--- src/design/multi_stack_shared_store_assert.svh ---
// Assertion macros for the shared-store stack block.
// Used by multi_stack_shared_store.sv; expects i_clk and i_rst_n in scope.
`ifndef MULTI_STACK_SHARED_STORE_ASSERT_SVH
`define MULTI_STACK_SHARED_STORE_ASSERT_SVH
`ifndef NO_ASSERTIONS
// condition holds on every edge out of reset
`define MSS_ASSERT_ALWAYS(lbl, cond, msg) \
    lbl: assert property (@(posedge i_clk) disable iff (!i_rst_n) (cond)) else $error(msg);
// same-cycle implication
`define MSS_ASSERT_IMP(lbl, ante, cons, msg) \
    lbl: assert property (@(posedge i_clk) disable iff (!i_rst_n) (ante) |-> (cons)) \
        else $error(msg);
// next-cycle implication
`define MSS_ASSERT_NXT(lbl, ante, cons, msg) \
    lbl: assert property (@(posedge i_clk) disable iff (!i_rst_n) (ante) |=> (cons)) \
        else $error(msg);
`else
`define MSS_ASSERT_ALWAYS(lbl, cond, msg)
`define MSS_ASSERT_IMP(lbl, ante, cons, msg)
`define MSS_ASSERT_NXT(lbl, ante, cons, msg)
`endif
`endif

--- src/design/mss_pkg.sv ---
// Shared types and codes for the multi-stack shared store.
// No dependencies; imported by mss_store and multi_stack_shared_store.
package mss_pkg;

    typedef enum logic [1:0] {
        KIND_PUSH = 2'd0,
        KIND_POP  = 2'd1,
        KIND_PEEK = 2'd2
    } t_kind;

    typedef enum logic [1:0] {
        ST_OK        = 2'd0,
        ST_OVERFLOW  = 2'd1,
        ST_UNDERFLOW = 2'd2
    } t_status;

    typedef struct packed {
        logic [1:0]         kind;
        logic [1:0]         stack_id;
        logic signed [31:0] value;
    } t_in_req;

    typedef struct packed {
        logic signed [31:0] data;
        logic [1:0]         status;
    } t_out_rsp;

    // control from the request stage to the slot memories
    typedef struct packed {
        logic rd_en;
        logic link_we;
        logic elem_we;
    } t_store_ctl;

endpackage

--- src/design/mss_store.sv ---
// Element and link memories with registered read and write-to-read bypass.
// Depends on mss_pkg. Untouched link entries read as their reset value
// (slot + 1) by comparing against the fill count.
module mss_store import mss_pkg::*; #(
    parameter int CAPACITY = 16,
    parameter int PW       = 5,
    parameter int AW       = 4
) (
    input  logic             i_clk,
    input  t_store_ctl       i_ctl,
    input  logic [PW-1:0]    i_rd_ptr,
    input  logic [PW-1:0]    i_fill,
    input  logic [AW-1:0]    i_wr_addr,
    input  logic [PW-1:0]    i_wr_link,
    input  logic [31:0]      i_wr_elem,
    output logic [PW-1:0]    o_link,
    output logic [31:0]      o_elem
);

    logic [PW-1:0] r_link_mem [CAPACITY];
    logic [31:0]   r_elem_mem [CAPACITY];

    logic [PW-1:0] r_link_q;
    logic [31:0]   r_elem_q;
    logic          r_link_byp;
    logic          r_elem_byp;
    logic [PW-1:0] r_link_wd;
    logic [31:0]   r_elem_wd;
    logic          r_dflt;
    logic [PW-1:0] r_dflt_val;

    logic [AW-1:0] w_rd_addr;

    assign w_rd_addr = i_rd_ptr[AW-1:0];

    always_ff @(posedge i_clk) begin
        if (i_ctl.link_we) begin
            r_link_mem[i_wr_addr] <= i_wr_link;
        end
        if (i_ctl.elem_we) begin
            r_elem_mem[i_wr_addr] <= i_wr_elem;
        end
    end

    // read port; the write in the same cycle is forwarded
    always_ff @(posedge i_clk) begin
        if (i_ctl.rd_en) begin
            r_link_q   <= r_link_mem[w_rd_addr];
            r_elem_q   <= r_elem_mem[w_rd_addr];
            r_link_byp <= i_ctl.link_we && (i_wr_addr == w_rd_addr);
            r_elem_byp <= i_ctl.elem_we && (i_wr_addr == w_rd_addr);
            r_link_wd  <= i_wr_link;
            r_elem_wd  <= i_wr_elem;
            r_dflt     <= (i_rd_ptr >= i_fill);
            r_dflt_val <= i_rd_ptr + PW'(1);
        end
    end

    assign o_link = r_link_byp ? r_link_wd : (r_dflt ? r_dflt_val : r_link_q);
    assign o_elem = r_elem_byp ? r_elem_wd : r_elem_q;

endmodule

--- src/design/multi_stack_shared_store.sv ---
// Top level: several stacks threaded through one shared slot store with a free list.
// Depends on mss_pkg, mss_store and multi_stack_shared_store_assert.svh.
//
//   channel | valid      | stall       | payload
//   request | i_in_valid | o_in_stall  | i_req  (kind, stack_id, value)
//   response| o_out_valid| i_out_stall | o_rsp  (data, status)
//
// One request per cycle sustained while the response is not stalled; a request
// passes through the request stage register and then the response register.
// Slot memories are read at acceptance, pointers and links update when the request commits.
// Reset is synchronous; no clearing pass: a fill count stands in for link reset values.
// A stalled response holds the request stage, which in turn stalls new requests.
`include "multi_stack_shared_store_assert.svh"

module multi_stack_shared_store import mss_pkg::*; #(
    parameter int CAPACITY   = 16,
    parameter int NUM_STACKS = 4
) (
    input  logic     i_clk,
    input  logic     i_rst_n,
    input  logic     i_in_valid,
    output logic     o_in_stall,
    input  t_in_req  i_req,
    output logic     o_out_valid,
    input  logic     i_out_stall,
    output t_out_rsp o_rsp
);

    localparam int PW = $clog2(CAPACITY + 1);
    localparam int AW = $clog2(CAPACITY);
    localparam int SW = (NUM_STACKS > 1) ? $clog2(NUM_STACKS) : 1;
    localparam logic [PW-1:0] NIL = PW'(CAPACITY);

    // stack number folded into range by compare and subtract
    function automatic logic [SW-1:0] fold_sid(input logic [1:0] sid);
        int v;
        v = int'(sid);
        for (int k = 0; k < 3; k++) begin
            if (v >= NUM_STACKS) begin
                v = v - NUM_STACKS;
            end
        end
        return SW'(v);
    endfunction

    // request stage
    logic               r_req_v;
    logic [1:0]         r_kind;
    logic [SW-1:0]      r_sid;
    logic signed [31:0] r_value;
    logic [PW-1:0]      r_top;

    // stack state
    logic [PW-1:0]      r_tops [NUM_STACKS];
    logic [PW-1:0]      r_free_head;
    logic [PW-1:0]      r_fill;

    // response register
    logic               r_out_v;
    t_out_rsp           r_out;

    logic               w_adv;
    logic               w_commit;
    logic               w_accept;
    logic [PW-1:0]      w_link;
    logic [31:0]        w_elem;
    logic               w_push_ok;
    logic               w_pop_ok;
    logic               w_top_we;
    logic [PW-1:0]      w_top_new;
    logic [PW-1:0]      n_free_head;
    logic [PW-1:0]      n_fill;
    logic [AW-1:0]      w_wr_addr;
    logic [PW-1:0]      w_wr_link;
    t_out_rsp           w_rsp;
    logic [PW-1:0]      w_fh_next;
    logic [PW-1:0]      w_fill_next;
    logic [SW-1:0]      w_in_sid;
    logic [PW-1:0]      w_in_top;
    logic [PW-1:0]      w_rd_ptr;
    t_store_ctl         w_ctl;

    assign w_adv      = !r_out_v || !i_out_stall;
    assign w_commit   = r_req_v && w_adv;
    assign o_in_stall = r_req_v && !w_adv;
    assign w_accept   = i_in_valid && !o_in_stall;

    // request stage: pointer update and response
    always_comb begin
        w_push_ok   = 1'b0;
        w_pop_ok    = 1'b0;
        w_top_we    = 1'b0;
        w_top_new   = r_top;
        n_free_head = r_free_head;
        n_fill      = r_fill;
        w_wr_addr   = r_free_head[AW-1:0];
        w_wr_link   = NIL;
        w_rsp       = '{data: '0, status: ST_OK};
        unique case (r_kind)
            KIND_PUSH: begin
                if (r_free_head >= NIL) begin
                    w_rsp.status = ST_OVERFLOW;
                end else begin
                    w_push_ok   = 1'b1;
                    w_top_we    = 1'b1;
                    w_top_new   = r_free_head;
                    n_free_head = (w_link < NIL) ? w_link : NIL;
                    w_wr_addr   = r_free_head[AW-1:0];
                    w_wr_link   = (r_top < NIL) ? r_top : NIL;
                    if (r_free_head == r_fill) begin
                        n_fill = r_fill + PW'(1);
                    end
                end
            end
            KIND_POP: begin
                if (r_top >= NIL) begin
                    w_rsp.status = ST_UNDERFLOW;
                end else begin
                    w_pop_ok    = 1'b1;
                    w_top_we    = 1'b1;
                    w_top_new   = (w_link < NIL) ? w_link : NIL;
                    n_free_head = r_top;
                    w_wr_addr   = r_top[AW-1:0];
                    w_wr_link   = (r_free_head < NIL) ? r_free_head : NIL;
                    w_rsp.data  = w_elem;
                end
            end
            KIND_PEEK: begin
                if (r_top >= NIL) begin
                    w_rsp.status = ST_UNDERFLOW;
                end else begin
                    w_rsp.data = w_elem;
                end
            end
            default: begin
                w_rsp.status = ST_OK;
            end
        endcase
    end

    // read address for the incoming request sees this cycle's update
    assign w_fh_next   = w_commit ? n_free_head : r_free_head;
    assign w_fill_next = w_commit ? n_fill : r_fill;
    assign w_in_sid    = fold_sid(i_req.stack_id);
    assign w_in_top    = (w_commit && w_top_we && (r_sid == w_in_sid)) ? w_top_new
                                                                      : r_tops[w_in_sid];
    assign w_rd_ptr    = (i_req.kind == KIND_PUSH) ? w_fh_next : w_in_top;

    assign w_ctl.rd_en   = w_accept;
    assign w_ctl.link_we = w_commit && (w_push_ok || w_pop_ok);
    assign w_ctl.elem_we = w_commit && w_push_ok;

    mss_store #(
        .CAPACITY (CAPACITY),
        .PW       (PW),
        .AW       (AW)
    ) u_store (
        .i_clk     (i_clk),
        .i_ctl     (w_ctl),
        .i_rd_ptr  (w_rd_ptr),
        .i_fill    (w_fill_next),
        .i_wr_addr (w_wr_addr),
        .i_wr_link (w_wr_link),
        .i_wr_elem (r_value),
        .o_link    (w_link),
        .o_elem    (w_elem)
    );

    always_ff @(posedge i_clk) begin
        if (!i_rst_n) begin
            r_req_v <= 1'b0;
        end else if (!o_in_stall) begin
            r_req_v <= i_in_valid;
        end
    end

    always_ff @(posedge i_clk) begin
        if (w_accept) begin
            r_kind  <= i_req.kind;
            r_sid   <= w_in_sid;
            r_value <= i_req.value;
            r_top   <= w_in_top;
        end
    end

    always_ff @(posedge i_clk) begin
        if (!i_rst_n) begin
            for (int i = 0; i < NUM_STACKS; i++) begin
                r_tops[i] <= NIL;
            end
            r_free_head <= '0;
            r_fill      <= '0;
        end else if (w_commit) begin
            if (w_top_we) begin
                r_tops[r_sid] <= w_top_new;
            end
            r_free_head <= n_free_head;
            r_fill      <= n_fill;
        end
    end

    always_ff @(posedge i_clk) begin
        if (!i_rst_n) begin
            r_out_v <= 1'b0;
        end else if (w_adv) begin
            r_out_v <= r_req_v;
        end
    end

    always_ff @(posedge i_clk) begin
        if (w_commit) begin
            r_out <= w_rsp;
        end
    end

    assign o_out_valid = r_out_v;
    assign o_rsp       = r_out;

    `MSS_ASSERT_ALWAYS(a_fill_range, r_fill <= NIL, "fill count beyond capacity")
    `MSS_ASSERT_IMP(a_free_nonempty, r_fill != NIL, r_free_head < NIL, "free list empty")
    `MSS_ASSERT_NXT(a_commit_rsp, w_commit, r_out_v, "committed request gave no response")
    `MSS_ASSERT_NXT(a_push_head, w_commit && w_push_ok,
                    r_tops[$past(r_sid)] == $past(r_free_head), "push missed free head")

endmodule
--- config.mk ---
export PLATFORM = sky130hd
export DESIGN_NAME = multi_stack_shared_store
export DESIGN_NICKNAME = d
export VERILOG_FILES = /design/src/design/mss_pkg.sv /design/src/design/mss_store.sv /design/src/design/multi_stack_shared_store.sv
export VERILOG_INCLUDE_DIRS = /design/src /design/src/design
export SDC_FILE = /design/constraint.sdc
export NUM_CORES = 1
export LEC_CHECK = 0
export BUFFER_PORTS_ARGS = -buffer_cell sky130_fd_sc_hd__buf_2
export CORE_ASPECT_RATIO = 0.75
export CORE_UTILIZATION = 62
export DETAILED_ROUTE_END_ITERATION = 16
export PLACE_DENSITY_LB_ADDON = 0.3
export SLEW_MARGIN = 0
export SYNTH_ARGS = -nofsm -noshare
export SYNTH_HDL_FRONTEND = slang
export SYNTH_SLANG_ARGS = --single-unit
--- constraint.sdc ---
create_clock -name i_clk -period 17.39 [get_ports i_clk]
set_clock_uncertainty 0.2 [all_clocks]
set_input_delay 0.8695 -clock i_clk [delete_from_list [all_inputs] [get_ports i_clk]]
set_output_delay 0.8695 -clock i_clk [all_outputs]
set_load 0.02 [all_outputs]
Word-level counts from Yosys, hierarchy flattened
Memory sizes are Yosys's and may differ from the RTL's. A register that Yosys moved wholly into a read port is not among the register bits. Index checks and enable logic that the tools add are counted.

$add $sub $neg: 2. $mul: 0. Div/mod/pow operators: 0. Magnitude comparators: 6. Equal/unequal tests: 5. Shift operators: 0. Muxes and demuxes: 44. Bitwise operators: 1. Reductions and logical operators: 20.

Operator list (number): $mux 5 (19); $mux 32 (1); $pmux 5 s2 (3); $lt 5x5->1 const B (3); $mux 1 (15); $add 5x1->5 const B (2); $ge 5x5->1 const B (2); $logic_and 1x1->1 (9); $mux 4 (2); $eq 5x5->1 (1); $ge 5x5->1 (1); $reduce_or 5->1 (1); $eq 4x4->1 (1); $logic_not 1->1 (4); $logic_not 2->1 (2); $mux 2 (2); $pmux 2 s2 (1); $reduce_or 2->1 (2); $eq 2x1->1 const B (1); $eq 2x2->1 (1); $eq 2x2->1 const B (1); $logic_or 1x1->1 (2); $pmux 1 s2 (1); $not 1->1 (1).

Flip-flop bits (word level): 132. Bits in latches: 0. RAM bits: 612. ROM bits: 0. Input bits: 40. Output and inout port bits: 36. Memories: 3.

Memory list: u_store.r_elem_mem (words 16, width 32, rd ports 1, clocked after memory_dff 1, write ports 1, line mss_store.sv:21) `logic [31:0] r_elem_mem [CAPACITY];`; u_store.r_link_mem (words 16, width 5, rd ports 1, clocked after memory_dff 1, write ports 1, line mss_store.sv:20) `logic [PW-1:0] r_link_mem [CAPACITY];`; r_tops (words 4, width 5, rd ports 1, clocked after memory_dff 0, write ports 4, line multi_stack_shared_store.sv:54) `logic [PW-1:0] r_tops [NUM_STACKS];`.

Logic depth before layout (Yosys ltp)
Word-level depth: 10. Gate-level depth with buffers: 19. Mapped depth without buffers: 14.

Hierarchy
A second synthesis with hierarchy kept.

Cell total of the unflattened synthesis: 1603. Area total of the unflattened synthesis: 30514.3 um^2.

Modules (own cells, without submodules): mss_store (times used 1, cells an instance 1278, area each 25963.7 um^2); multi_stack_shared_store (times used 1, cells an instance 325, area each 4550.6 um^2).

Least setup slack after synthesis
OpenSTA, ideal clock, no wires.

Path type: input to register. Start: input i_out_stall. End: register r_kind[0] (enable). Arrival: 6.515 ns. Setup slack: 10.056 ns. Stages on the path: 2. Path buffers: 0. Cell sequence: and3_1 -> nor2b_1.

Word-level cells in the longest chain between the ends: 6.

Ends and longest elaborated chain: from (decl) (line multi_stack_shared_store.sv:25) `input logic i_out_stall,`; $logic_not 1->1 (line multi_stack_shared_store.sv:83) `assign w_adv = !r_out_v || !i_out_stall;`; $logic_or 1x1->1 (line multi_stack_shared_store.sv:83); $logic_not 1->1 (line multi_stack_shared_store.sv:85) `assign o_in_stall = r_req_v && !w_adv;`; $logic_and 1x1->1 (line multi_stack_shared_store.sv:85); $logic_not 1->1; $logic_and 1x1->1 (line multi_stack_shared_store.sv:86) `assign w_accept = i_in_valid && !o_in_stall;`; named net w_accept (line multi_stack_shared_store.sv:64) `logic w_accept;`; to (signal assigned) (line multi_stack_shared_store.sv:179) `r_kind <= i_req.kind;`; to (decl) (line multi_stack_shared_store.sv:48) `logic [1:0] r_kind;`.

The timed path passes the listed nets, and every way through them passes these cells. A chain may end at the register's enable or synchronous reset.

Worst setup path in the final report
Start: register r_kind[1]. End: register u_store.r_link_q[4], read port of u_store.r_link_mem (data pin).

Word-level cells in the longest chain between the ends: 6. Elaborated cells between the ends (all ways): 10.

Ends and longest elaborated chain: $eq 2x1->1 or $logic_not 2->1 (tied branches) (line multi_stack_shared_store.sv:99) `unique case (r_kind)`; $pmux 1 s2 (line multi_stack_shared_store.sv:99); $logic_and 1x1->1 (2 in a row) (line multi_stack_shared_store.sv:145) `assign w_in_top = (w_commit && w_top_we && (r_sid == w_in_sid)) ? w_top_new`; $mux 5 (line multi_stack_shared_store.sv:145); $mux 5 (*) (line multi_stack_shared_store.sv:147) `assign w_rd_ptr = (i_req.kind == KIND_PUSH) ? w_fh_next : w_in_top;`; to (decl) (line mss_store.sv:23) `logic [PW-1:0] r_link_q;`.

Every way passes the cells marked *; elsewhere a longest branch is shown, timed or not.

==> insert_results.sql <==
INSERT INTO impl_metrics (metric_group, metric, value, unit) VALUES
('routing', 'detail_route.wirelength', '73200', 'um'),
('layout', 'fill_cells', '3078', ''),
('min_path', 'hold_start', 'i_req[17]', ''),
('floorplanning', 'initial_utilization', '63.1', '%'),
('global_route', 'track_usage', '29.1', '%'),
('logic_synthesis', 'synth.yosys.seq_area_share', '75.7', '%'),
('global_route', 'pin_count_of_the_biggest_net_entering_global_routing', '212', ''),
('cts', 'post_cts_hold_buffer_count', '0', ''),
('timing', 'setup_tns', '0', 'ns'),
('global_route', 'grt_remaining_overflow', '0', ''),
('logic_synthesis', 'synth_enable_flop_cells', '769', ''),
('logic_synthesis', 'postSynthCellCount', '2037', ''),
('timing', 'finalSetupViolCount', '0', ''),
('critical_path', 'worstPathRequired', '17.53', 'ns'),
('critical_path', 'cp-end-kind', 'flop', ''),
('routing', 'post_drt_via_cell_ratio', '6.71', ''),
('cts', 'clk-insertion-delay-late', '0.63', 'ns'),
('critical_path', 'critical_path_peak_fanout', '123', ''),
('placed_design', 'place_congestion', '0.884', ''),
('global_route', 'grt_pass1_wl', '109000', 'um'),
('critical_path', 'cp-startpoint', 'r_kind[1]$_DFFE_PP_', ''),
('critical_path', 'timing.critical_path.slowest_stage_cell', 'sky130_fd_sc_hd__and2_4', ''),
('routing', 'remaining_drc_errors', '0', ''),
('power_and_ir_drop', 'vdd_drop_max', '0.0000990', 'V'),
('timing', 'max_slew_headroom', '17.7', '%'),
('layout', 'final-instance-count-excl-fill', '2775', ''),
('layout', 'area_growth_syn_to_layout', '10.1', '%'),
('placed_design', 'dp.final_hpwl', '35900', 'um'),
('routing', 'drt_first_pass_iters', '6', ''),
('timing', 'setup_repair_after_global_routing_missed_its_margin', 'no', ''),
('critical_path', 'worst_flop_to_flop_path_startpoint', 'r_kind[1]$_DFFE_PP_', ''),
('placed_design', 'port_buffers', '75', ''),
('critical_path', 'class_of_the_most_critical_setup_path', 'reg -> reg', ''),
('critical_path', 'rr_endpoint', 'u_store.r_link_q[4]$_DFFE_PP_', ''),
('floorplanning', 'die-area', '50600', 'um2'),
('global_route', 'first_global_vias', '17700', ''),
('timing', 'fmax', '0.145', 'GHz'),
('floorplanning', 'rows', '70', ''),
('layout', 'drive_above_1_share', '11.5', '%'),
('cts', 'clock_sinks', '781', ''),
('layout', 'fin_nets', '2125', ''),
('run_status', 'status', 'finished, final reports clean', ''),
('layout', 'insertedDiodeCount', '0', ''),
('cts', 'inserted_clock_buffers', '71', ''),
('cts', 'clock_tree.buffer_depth', '3', ''),
('cts', 'cts_htree_levels', '3', ''),
('job', 'max_cap_violations', '0', ''),
('routing', 'final_antenna_net_count', '0', ''),
('placed_design', 'detailedPlace.worstSlack', '10.71', 'ns'),
('critical_path', 'worst_path_largest_cell_delay', '0.69', 'ns'),
('critical_path', 'critPathMostFrequentCell', 'sky130_fd_sc_hd__buf_4', ''),
('cts', 'clock_tree_from_tritoncts', 'yes', ''),
('timing', 'fin_crit', '6.91', 'ns'),
('critical_path', 'critical_path.cell_chain', 'inv_1 -> ha_1 -> nor2b_1 -> o2111ai_1 -> o311ai_4 -> buf_4 -> and2_4 -> inv_8 -> buf_4 -> buf_4 -> a211oi_1 -> a311oi_1 -> or4_1', ''),
('logic_synthesis', 'synth.ff_latch_count', '781', ''),
('layout', 'fin_util', '69.5', '%'),
('global_route', 'antenna_found_initial', '0', ''),
('power_and_ir_drop', 'leakage', '11.5', 'nW'),
('power_and_ir_drop', 'pwr_density_cell', '113', 'nW/um2'),
('timing', 'hold_slack', '0.212', 'ns'),
('floorplanning', 'core_region_area', '48900', 'um2'),
('cts', 'cts_setup_buffers', '0', ''),
('cts', 'post_cts_resized', '0', ''),
('min_path', 'timing.hold.worst.class', 'in -> reg', ''),
('cts', 'clk_root_buffer_cell', 'sky130_fd_sc_hd__clkbuf_16', ''),
('timing', 'timing.final.max_slew_violations', '0', ''),
('critical_path', 'reg2reg_slack', '10.48', 'ns'),
('critical_path', 'critical_path_arrival', '7.05', 'ns'),
('logic_synthesis', 'async_set_reset_flop_share_out_of_synthesis', '0', '%'),
('floorplanning', 'die_y', '195', 'um'),
('routing', 'num_vias', '18600', '');
[cells in the mapped netlist (all sizes together), types with 3 or more instances]
cell    number  area [um2]
a211oi     149        1120
a21oi        8        51.3
a222oi       3        30.0
a22oi        4        30.0
a311oi     148        1300
and2         9        56.3
and3       149         932
buf         53         284
clkbuf      95         357
dfxtp       12         240
edfxtp     769       23100
ha          10         125
inv         12        45.0
mux2         4        45.0
mux2i       42         445
mux4         5         113
nand2      330        1240
nand2b      12        75.1
nand3       11        55.1
nor2        97         364
nor2b       11        68.8
nor3         5        25.0
o21a         3        22.5
o21ai       12        63.8
or2          4        25.0
or3          7        43.8
or4         38         285
xnor2        8        70.1
xor2         8        70.1
[where the power goes]
part           total [mW]  leakage (nW)  internal, mW  switching (mW)
Combinational       0.246          3.29        0.0755           0.171
Clock                1.46          1.04         0.805           0.652
Sequential           2.14          7.16          2.11          0.0309
Total                3.84          11.5          2.99           0.854
[worst max-delay path by stage]
stage                               endpoint  cells after the start
6_report       u_store.r_link_q[4]$_DFFE_PP_                     13
5_1_grt        u_store.r_link_q[4]$_DFFE_PP_                     13
4_1_cts        u_store.r_link_q[3]$_DFFE_PP_                     13
3_5_place_dp   u_store.r_link_q[4]$_DFFE_PP_                     13
3_3_place_gp   u_store.r_link_q[4]$_DFFE_PP_                     13
2_1_floorplan            r_kind[0]$_DFFE_PP_                      2
[critical path, delay by kind of cell (launching register included)]
| kind | cells | cell delay, ns |
|---|---|---|
| buffers and inverters | 5 | 2.20 |
| adder cells (fa/ha/maj) | 1 | 0.33 |
| AND/OR/NAND/NOR | 3 | 1.85 |
| flip-flops | 1 | 0.39 |
| AO/OA/AOI/OAI | 4 | 1.48 |
[cell families after synthesis]
group / Yosys count / share of synthesized area [%]
DFF: 781 / 75.7
xor gates and xnor gates: 16 / 0.455
and+or+nand+nor: 680 / 10.5
muxes: 51 / 1.96
AOI/OAI and AO/OA: 339 / 8.83
adders and majority gates: 10 / 0.406
buffers and inverters: 160 / 2.22
[cell type report]
type | instances | area, um2 | area share (%)
clock buffer | 99 | 1970 | 5.79
clock inverter | 26 | 150 | 0.442
inverter | 12 | 52.6 | 0.155
multi-input combinational | 1096 | 6970 | 20.5
sequential | 781 | 23300 | 68.7
tap | 648 | 811 | 2.39
timing repair buffer | 113 | 673 | 1.98
[flip-flops by register name, indices dropped and copies added, names as in the netlist]
register / count
o_out_valid: 1
o_rsp: 34
r_fill: 5
r_free_head: 5
r_kind: 2
r_req_v: 1
r_sid: 2
r_top: 5
r_tops: 20
r_value: 32
u_store.r_dflt: 1
u_store.r_dflt_val: 5
u_store.r_elem_byp: 1
u_store.r_elem_mem: 512
u_store.r_elem_q: 32
u_store.r_elem_wd: 32
u_store.r_link_byp: 1
u_store.r_link_mem: 80
u_store.r_link_q: 5
u_store.r_link_wd: 5
[cell usage in the layout, fill, tap and decap left out, drive strengths merged, types with 2 or more instances in the layout]
master	count
a211oi	149
a21o	2
a21oi	8
a222oi	3
a22oi	4
a311oi	148
a32oi	2
and2	9
and3	149
buf	113
clkbuf	99
clkinv	22
dfxtp	12
edfxtp	769
ha	10
inv	15
mux2	4
mux2i	42
mux4	5
nand2	330
nand2b	12
nand3	11
nand4	2
nor2	97
nor2b	11
nor3	5
nor4	2
o21a	3
o21ai	12
o31ai	2
or2	4
or3	7
or4	38
xnor2	8
xor2	8
[metal layers]
layer  share of wire [%]  wire (um)  global-route usage, %
met3                  11       8360                   5.97
met2                  46      33500                   43.5
met4                 2.8       2010                   9.43
met5                   0          0                      0
met1                  40      29300                   43.2
(Power assumes the default switching activity.)
